[src/sv/ipa_pkg.sv]
// ipa_pkg: types, codes and helpers shared by the index pool allocator
// holds the request and result structs and the controller/datapath command types
// no dependencies
`timescale 1ns / 1ps

package ipa_pkg;

    // pool geometry
    localparam int NUM_ENTRIES = 16;
    localparam int IDX_W       = $clog2(NUM_ENTRIES);
    localparam int CNT_W       = $clog2(NUM_ENTRIES + 1);

    // request function codes
    localparam logic FUNC_ALLOC   = 1'b0;
    localparam logic FUNC_RELEASE = 1'b1;

    // result status codes
    localparam logic [1:0] ST_OK         = 2'd0;
    localparam logic [1:0] ST_NO_IDLE    = 2'd1;
    localparam logic [1:0] ST_BUSY_EMPTY = 2'd2;
    localparam logic [1:0] ST_NOT_BUSY   = 2'd3;

    // link write steps issued by the controller
    localparam logic [1:0] WR_NONE   = 2'd0;
    localparam logic [1:0] WR_SELF   = 2'd1;
    localparam logic [1:0] WR_UNLINK = 2'd2;
    localparam logic [1:0] WR_LINK   = 2'd3;

    typedef struct packed {
        logic             func;
        logic [IDX_W-1:0] entry_index;
    } t_req;

    typedef struct packed {
        logic [1:0]       status;
        logic [IDX_W-1:0] granted_index;
        logic [CNT_W-1:0] idle_total;
        logic [CNT_W-1:0] busy_total;
    } t_result;

    // controller to datapath
    typedef struct packed {
        logic       accept;
        logic       rd;
        logic [1:0] wr_step;
        logic       commit;
    } t_dp_cmd;

    // datapath to controller
    typedef struct packed {
        logic req_err;
    } t_dp_stat;

    // successor index in reset order, wrapping at the pool size
    function automatic logic [IDX_W-1:0] idx_inc(input logic [IDX_W-1:0] idx);
        logic [IDX_W-1:0] res;
        if (idx == IDX_W'(NUM_ENTRIES - 1)) begin
            res = '0;
        end else begin
            res = idx + IDX_W'(1);
        end
        return res;
    endfunction

    // predecessor index in reset order, wrapping at the pool size
    function automatic logic [IDX_W-1:0] idx_dec(input logic [IDX_W-1:0] idx);
        logic [IDX_W-1:0] res;
        if (idx == '0) begin
            res = IDX_W'(NUM_ENTRIES - 1);
        end else begin
            res = idx - IDX_W'(1);
        end
        return res;
    endfunction

endpackage

[src/sv/index_pool_allocator.sv]
// index_pool_allocator: top level of the index pool allocator
// joins the sequencer ipa_ctrl and the datapath ipa_datapath
// depends on ipa_pkg, ipa_ctrl, ipa_datapath
`timescale 1ns / 1ps

// Hands out and takes back indices of a 16-entry pool kept on an idle and a busy
// circular doubly linked list. A request is taken when start is high and busy is
// low. A request that fails its check (no idle entry, busy list empty, index not
// in use) answers in the next cycle and leaves busy low, so another request may
// follow at once. A successful allocate or release keeps busy high while the link
// memories are read and the up to six changed links written in the self, unlink
// and link steps, since each link memory has one write port; the result is shown
// in the cycle after the link step, the first cycle a new request can be taken.
// Each result is on o_result for exactly one cycle with o_result_valid
// high and cannot be held off, so the receiver must take it in that cycle.

module index_pool_allocator (
    input  logic             i_clk,
    input  logic             i_rst_n,
    input  logic             start,
    input  ipa_pkg::t_req    i_req,
    output logic             busy,
    output logic             o_result_valid,
    output ipa_pkg::t_result o_result
);
    import ipa_pkg::*;

    t_dp_cmd  w_cmd;
    t_dp_stat w_stat;

    // sequencer
    ipa_ctrl u_ctrl (
        .i_clk   (i_clk),
        .i_rst_n (i_rst_n),
        .i_start (start),
        .i_stat  (w_stat),
        .o_busy  (busy),
        .o_cmd   (w_cmd)
    );

    // lists, links and result
    ipa_datapath u_datapath (
        .i_clk          (i_clk),
        .i_rst_n        (i_rst_n),
        .i_req          (i_req),
        .i_cmd          (w_cmd),
        .o_stat         (w_stat),
        .o_result       (o_result),
        .o_result_valid (o_result_valid)
    );

    // every entry is on exactly one list
    a_count_sum : assert property (@(posedge i_clk) disable iff (!i_rst_n)
        o_result_valid |->
            (CNT_W + 1)'(o_result.idle_total) + (CNT_W + 1)'(o_result.busy_total)
                == (CNT_W + 1)'(NUM_ENTRIES))
        else $error("idle and busy totals do not cover the pool");

    // a commit always produces a result transfer
    a_commit_result : assert property (@(posedge i_clk) disable iff (!i_rst_n)
        w_cmd.commit |=> o_result_valid)
        else $error("commit without result strobe");

    // no result transfer in the first cycle of a list update
    a_no_early_result : assert property (@(posedge i_clk) disable iff (!i_rst_n)
        $rose(busy) |-> !o_result_valid)
        else $error("result strobe at start of an update");

    // busy list empty report carries an empty busy count
    a_busy_empty : assert property (@(posedge i_clk) disable iff (!i_rst_n)
        (o_result_valid && (o_result.status == ST_BUSY_EMPTY)) |->
            (o_result.busy_total == '0))
        else $error("busy list empty reported with nonzero busy count");

endmodule

[src/sv/ipa_ctrl.sv]
// ipa_ctrl: sequencer for one allocate or release request
// steps the datapath through read, three link write steps and commit
// depends on ipa_pkg
`timescale 1ns / 1ps

module ipa_ctrl (
    input  logic            i_clk,
    input  logic            i_rst_n,
    input  logic            i_start,
    input  ipa_pkg::t_dp_stat i_stat,
    output logic            o_busy,
    output ipa_pkg::t_dp_cmd  o_cmd
);
    import ipa_pkg::*;

    localparam logic [2:0] S_IDLE   = 3'd0;
    localparam logic [2:0] S_READ   = 3'd1;
    localparam logic [2:0] S_SELF   = 3'd2;
    localparam logic [2:0] S_UNLINK = 3'd3;
    localparam logic [2:0] S_LINK   = 3'd4;

    logic [2:0] r_state;
    logic [2:0] n_state;

    // next state and datapath commands
    always_comb begin
        n_state       = r_state;
        o_cmd         = '0;
        o_cmd.wr_step = WR_NONE;
        case (r_state)
            S_IDLE: begin
                if (i_start) begin
                    o_cmd.accept = 1'b1;
                    if (!i_stat.req_err) begin
                        n_state = S_READ;
                    end
                end
            end
            S_READ: begin
                o_cmd.rd = 1'b1;
                n_state  = S_SELF;
            end
            S_SELF: begin
                o_cmd.wr_step = WR_SELF;
                n_state       = S_UNLINK;
            end
            S_UNLINK: begin
                o_cmd.wr_step = WR_UNLINK;
                n_state       = S_LINK;
            end
            S_LINK: begin
                o_cmd.wr_step = WR_LINK;
                o_cmd.commit  = 1'b1;
                n_state       = S_IDLE;
            end
            default: begin
                n_state = S_IDLE;
            end
        endcase
    end

    // state register
    always_ff @(posedge i_clk) begin
        if (!i_rst_n) begin
            r_state <= S_IDLE;
        end else begin
            r_state <= n_state;
        end
    end

    assign o_busy = (r_state != S_IDLE);

endmodule

[src/sv/ipa_datapath.sv]
// ipa_datapath: link memories, list heads, counts and the result register
// executes read, link write and commit commands from the controller
// depends on ipa_pkg
`timescale 1ns / 1ps

module ipa_datapath (
    input  logic              i_clk,
    input  logic              i_rst_n,
    input  ipa_pkg::t_req     i_req,
    input  ipa_pkg::t_dp_cmd  i_cmd,
    output ipa_pkg::t_dp_stat o_stat,
    output ipa_pkg::t_result  o_result,
    output logic              o_result_valid
);
    import ipa_pkg::*;

    // link memories, entries without a valid bit read as their reset link
    logic [IDX_W-1:0]       r_next_mem [NUM_ENTRIES];
    logic [IDX_W-1:0]       r_prev_mem [NUM_ENTRIES];
    logic [NUM_ENTRIES-1:0] r_next_vld;
    logic [NUM_ENTRIES-1:0] r_prev_vld;
    logic [NUM_ENTRIES-1:0] r_in_use;

    // list heads and counts
    logic [IDX_W-1:0] r_idle_head;
    logic [IDX_W-1:0] r_busy_head;
    logic [CNT_W-1:0] r_idle_cnt;
    logic [CNT_W-1:0] r_busy_cnt;
    logic [CNT_W-1:0] n_idle_cnt;
    logic [CNT_W-1:0] n_busy_cnt;

    // operation context captured at accept
    logic             r_func;
    logic [IDX_W-1:0] r_e;
    logic [IDX_W-1:0] r_f;
    logic             r_unlink_en;
    logic             r_link_empty;

    // registered link reads: next[e], prev[e], prev[f]
    logic [IDX_W-1:0] r_ne_data;
    logic             r_ne_vld;
    logic [IDX_W-1:0] r_pe_data;
    logic             r_pe_vld;
    logic [IDX_W-1:0] r_pf_data;
    logic             r_pf_vld;

    logic [IDX_W-1:0] n_val;
    logic [IDX_W-1:0] p_val;
    logic [IDX_W-1:0] p2_val;

    // link write ports
    logic             next_we;
    logic [IDX_W-1:0] next_wa;
    logic [IDX_W-1:0] next_wd;
    logic             prev_we;
    logic [IDX_W-1:0] prev_wa;
    logic [IDX_W-1:0] prev_wd;

    logic [1:0]       req_status;
    logic [IDX_W-1:0] req_granted;

    t_result r_result;
    logic    r_result_valid;

    // request check against the current lists
    always_comb begin
        req_status  = ST_OK;
        req_granted = i_req.entry_index;
        if (i_req.func == FUNC_ALLOC) begin
            req_granted = '0;
            if (r_idle_cnt == '0) begin
                req_status = ST_NO_IDLE;
            end
        end else if (r_busy_cnt == '0) begin
            req_status = ST_BUSY_EMPTY;
        end else if (!r_in_use[i_req.entry_index]) begin
            req_status = ST_NOT_BUSY;
        end
    end

    assign o_stat.req_err = (req_status != ST_OK);

    // neighbor links, falling back to the reset ring where never written
    assign n_val  = r_ne_vld ? r_ne_data : idx_inc(r_e);
    assign p_val  = r_pe_vld ? r_pe_data : idx_dec(r_e);
    assign p2_val = r_pf_vld ? r_pf_data : idx_dec(r_f);

    // link write selection per step
    always_comb begin
        next_we = 1'b0;
        next_wa = r_e;
        next_wd = r_e;
        prev_we = 1'b0;
        prev_wa = r_e;
        prev_wd = r_e;
        case (i_cmd.wr_step)
            WR_SELF: begin
                next_we = 1'b1;
                next_wa = r_e;
                next_wd = r_link_empty ? r_e : r_f;
                prev_we = 1'b1;
                prev_wa = r_e;
                prev_wd = r_link_empty ? r_e : p2_val;
            end
            WR_UNLINK: begin
                next_we = r_unlink_en;
                next_wa = p_val;
                next_wd = n_val;
                prev_we = r_unlink_en;
                prev_wa = n_val;
                prev_wd = p_val;
            end
            WR_LINK: begin
                next_we = !r_link_empty;
                next_wa = p2_val;
                next_wd = r_e;
                prev_we = !r_link_empty;
                prev_wa = r_f;
                prev_wd = r_e;
            end
            default: begin
                next_we = 1'b0;
                prev_we = 1'b0;
            end
        endcase
    end

    // link memories with registered reads
    always_ff @(posedge i_clk) begin
        if (next_we) begin
            r_next_mem[next_wa] <= next_wd;
        end
        if (prev_we) begin
            r_prev_mem[prev_wa] <= prev_wd;
        end
        if (i_cmd.rd) begin
            r_ne_data <= r_next_mem[r_e];
            r_ne_vld  <= r_next_vld[r_e];
            r_pe_data <= r_prev_mem[r_e];
            r_pe_vld  <= r_prev_vld[r_e];
            r_pf_data <= r_prev_mem[r_f];
            r_pf_vld  <= r_prev_vld[r_f];
        end
    end

    // valid bits for written link entries
    always_ff @(posedge i_clk) begin
        if (!i_rst_n) begin
            r_next_vld <= '0;
            r_prev_vld <= '0;
        end else begin
            if (next_we) begin
                r_next_vld[next_wa] <= 1'b1;
            end
            if (prev_we) begin
                r_prev_vld[prev_wa] <= 1'b1;
            end
        end
    end

    // operation context
    always_ff @(posedge i_clk) begin
        if (i_cmd.accept) begin
            r_func <= i_req.func;
            if (i_req.func == FUNC_ALLOC) begin
                r_e          <= r_idle_head;
                r_f          <= r_busy_head;
                r_unlink_en  <= (r_idle_cnt > CNT_W'(1));
                r_link_empty <= (r_busy_cnt == '0);
            end else begin
                r_e          <= i_req.entry_index;
                r_f          <= r_idle_head;
                r_unlink_en  <= (r_busy_cnt > CNT_W'(1));
                r_link_empty <= (r_idle_cnt == '0);
            end
        end
    end

    // counts after this operation
    always_comb begin
        if (r_func == FUNC_ALLOC) begin
            n_idle_cnt = r_idle_cnt - CNT_W'(1);
            n_busy_cnt = r_busy_cnt + CNT_W'(1);
        end else begin
            n_idle_cnt = r_idle_cnt + CNT_W'(1);
            n_busy_cnt = r_busy_cnt - CNT_W'(1);
        end
    end

    // heads, counts and in-use marks at commit
    always_ff @(posedge i_clk) begin
        if (!i_rst_n) begin
            r_idle_head <= '0;
            r_busy_head <= '0;
            r_idle_cnt  <= CNT_W'(NUM_ENTRIES);
            r_busy_cnt  <= '0;
            r_in_use    <= '0;
        end else if (i_cmd.commit) begin
            r_idle_cnt <= n_idle_cnt;
            r_busy_cnt <= n_busy_cnt;
            if (r_func == FUNC_ALLOC) begin
                r_busy_head   <= r_e;
                r_in_use[r_e] <= 1'b1;
                if (r_unlink_en) begin
                    r_idle_head <= n_val;
                end
            end else begin
                r_idle_head   <= r_e;
                r_in_use[r_e] <= 1'b0;
                if (r_unlink_en) begin
                    r_busy_head <= n_val;
                end
            end
        end
    end

    // result register, errors answer at accept
    always_ff @(posedge i_clk) begin
        if (i_cmd.commit) begin
            r_result.status        <= ST_OK;
            r_result.granted_index <= r_e;
            r_result.idle_total    <= n_idle_cnt;
            r_result.busy_total    <= n_busy_cnt;
        end else if (i_cmd.accept && o_stat.req_err) begin
            r_result.status        <= req_status;
            r_result.granted_index <= req_granted;
            r_result.idle_total    <= r_idle_cnt;
            r_result.busy_total    <= r_busy_cnt;
        end
    end

    // result strobe
    always_ff @(posedge i_clk) begin
        if (!i_rst_n) begin
            r_result_valid <= 1'b0;
        end else begin
            r_result_valid <= i_cmd.commit || (i_cmd.accept && o_stat.req_err);
        end
    end

    assign o_result       = r_result;
    assign o_result_valid = r_result_valid;

endmodule
[config.mk]
export PLATFORM = sky130hd
export DESIGN_NAME = index_pool_allocator
export DESIGN_NICKNAME = d
export VERILOG_FILES = /design/src/sv/ipa_pkg.sv /design/src/sv/index_pool_allocator.sv /design/src/sv/ipa_ctrl.sv /design/src/sv/ipa_datapath.sv
export SDC_FILE = /design/constraint.sdc
export NUM_CORES = 1
export LEC_CHECK = 0
export BUFFER_PORTS_ARGS = -buffer_cell sky130_fd_sc_hd__buf_2
export CAP_MARGIN = 20
export CORE_ASPECT_RATIO = 0.6
export CORE_MARGIN = 3
export CORE_UTILIZATION = 25
export CTS_CLUSTER_DIAMETER = 150
export CTS_CLUSTER_SIZE = 20
export DETAILED_ROUTE_END_ITERATION = 8
export PLACE_DENSITY = 0.36
export SETUP_SLACK_MARGIN = 0.1
export SLEW_MARGIN = 20
export SYNTH_ARGS = -nofsm -noshare
export SYNTH_HDL_FRONTEND = slang
export SYNTH_SLANG_ARGS = --single-unit
[constraint.sdc]
create_clock -name i_clk -period 4.7 [get_ports i_clk]
set_input_delay 0.235 -clock i_clk [delete_from_list [all_inputs] [get_ports i_clk]]
set_output_delay 0.235 -clock i_clk [all_outputs]
set_load 0.05 [all_outputs]
==> metrics.cfg <==
[detailed_routing]
drt_pass1_iterations=5
vias=7578
wire_per_inst_um=23.3
drcViolationCount=0
ant_nets=0
viasPerCell=4.97
wl_um=35500
drtIter0Drc=662

[synthesis]
synthTopCellsByCount=edfxtp_1 (168), nand2_1 (77), dfxtp_1 (72)
yosysTopAreaCellShare=0.438
yosys.cell_count.top_type=edfxtp_1
ys_ff_latch=240
synth_area_leaders=edfxtp_1 (44%), dfxtp_1 (13%), mux4_2 (12%)
synthDistinctLibCells=67
yosys_warnings=0
synthCells=894
synth_edf_count=168
syn-num-nets=918
syn-mean-instance-area_um2=12.9
synth_area_mm2=0.0115
synthArstFlopShare=0
synth_largest_area_cell=edfxtp_1
ys_seq_area_frac=0.564
synth_ff_type=edfxtp_1

[clock_network]
cts.hold.buffers_added=0
cts_buffers=15
clkSinkCount=240
cts_tree=yes
cts_setup_buffers=0
cts_buffer_depth=3
cts_resized=0
htreeDepth=1
clock_latency_ps=500
clock-root-buffer=clkbuf_16
clk_pin_slew_ps=100

[status]
outcome=finished clean

[timing]
relSlewSlack=0.312
final_max_slew_viol_count=0
timing.final.crit_share=0.865
finalClockSkew_ps=15.6
rsz0062_at_grt=false
setup_viol=0
holdWs_ps=63.2
fin_setup_tns_ps=0
clock.fmax_ghz=0.246
fin_crit_ps=4060
worst_pin_slew_ps=1030
hold_viol=0

[worst_setup_path]
crit_chain=or3b_1 -> buf_4 -> nand2_4 -> ha_1 -> nor2b_1 -> a21oi_1 -> o22ai_2 -> or3b_2 -> nor3_1
cp.arrival_ps=4200
start_kind=flop
crit_type=flop to flop
crit_fanout=17
max_stage_delay_ps=660
cp-end-kind=flop
required_ps=4840
slowest_stage=dfxtp_1

[grt]
track_usage=0.145
grt_pass1_wl_um=52600
grt_pass1_vias=7144
grt_max_degree=53
antenna_found_initial=0
gr-total-overflow=0

[layout]
nNetsFinal=920
drive_gt1_frac=0.171
antenna_cells=0
area_growth_pct=10.6
layout.cells.non_filler=1524

[die]
start_util=0.255
die_x_um=283
placementRows=60
dieArea_mm2=0.0487
core_mm2=0.0451
die_h_um=172
ioPinCount=26

[placed_design]
place_inst=1498
dpl.hpwl_um=24600
numPortBuffers=25
gp_congestion=0.817

[min_path]
hold_path_class=input pin to flop

[power]
leakagePower_nw=4.06
powerDensity_mw_per_mm2=348
irDropWorstVdd_mv=0.162

[run]
max_cap_viol_count=0

## worst max-delay path: cells and delay by family, from the launching register on
kind | cells | cell delay, ps
and+or+nand+nor | 5 | 1850
buffers and inverters | 1 | 230
AOI/OAI and AO/OA | 2 | 490
DFF | 1 | 660
adders and majority gates | 1 | 460
## flip-flops by register name, summed over array words and instances (netlist names), 5 cells and up, named ones only
register	cells
u_datapath.r_busy_cnt	5
u_datapath.o_result	16
u_datapath.r_prev_vld	16
u_datapath.r_idle_cnt	5
u_datapath.r_next_mem	64
u_datapath.r_next_vld	16
u_datapath.r_prev_mem	64
## cells in the final DEF, fill, tap and decap left out, drive strengths merged, types with 5 or more instances in the layout
cell	count
o211ai	7
o22ai	5
clkbuf	25
a311oi	14
o21ai	58
nor3	34
and2	14
xnor2	7
mux2	7
nor2	47
o31ai	23
a22oi	9
nand3	6
nand2b	10
nand4	9
a21oi	29
a211oi	12
ha	16
edfxtp	168
nand2	78
xor2	6
mux2i	31
buf	51
inv	32
a31oi	9
a221oi	12
dfxtp	72
mux4	62
## through the flow
step	power (mW)	worst slack [ps]	instance area, um^2	utilization
floorplan	2.89	1440	11500	-
detailed placement	3.15	722	12300	0.273
global placement	3.16	753	12300	0.273
CTS	4.51	682	12700	0.282
finish	4.43	636	12700	0.282
global route	4.64	411	12700	0.282
## report_power, final
| part | leakage (nW) | switching (mW) | total (mW) | internal (mW) |
|---|---|---|---|---|
| clock network | 0.197 | 0.727 | 1.33 | 0.607 |
| registers | 2.12 | 0.0478 | 2.40 | 2.36 |
| logic | 1.75 | 0.480 | 0.695 | 0.215 |
| total | 4.06 | 1.26 | 4.43 | 3.18 |
## cells by family after synthesis
| family | count (synthesis) | synth area share |
|---|---|---|
| buffers and inverters | 98 | 0.0370 |
| adder cells (fa/ha/maj) | 16 | 0.0174 |
| multiplexers | 100 | 0.155 |
| AND/OR/NAND/NOR | 221 | 0.0934 |
| flip-flops | 240 | 0.564 |
| XOR/XNOR | 13 | 0.00990 |
| AO/OA/AOI/OAI | 206 | 0.123 |
## final timing paths
kind                                  to                 startpoint  slack [ps]  depth (start not counted)
min reg2reg    u_datapath.r_next_vld[11]  u_datapath.r_next_vld[11]         450                          2
max reg2reg  u_datapath.r_next_mem[5][0]          u_ctrl.r_state[2]         640                          9
max          u_datapath.r_next_mem[5][0]          u_ctrl.r_state[2]         640                          9
min                    u_datapath.r_e[3]                   i_req[3]          60                          3
## final cells by class
cell class	count	area, um^2
Fill cell	4628	32400
Sequential cell	240	6490
Multi-Input combinational cell	556	4610
Tap cell	620	776
Clock buffer	25	413
Timing Repair Buffer	51	320
Inverter	32	120
## layer usage
metal / global-route usage / routed length (um) / vias up
li1: - / - / 3463
met1: 0.253 / 20600 / 3937
met2: 0.180 / 13000 / 154
met3: 0.0240 / 1630 / 24
met4: 0.0165 / 327 / 0
met5: 0 / 0 / -
(Power assumes the default switching activity.)
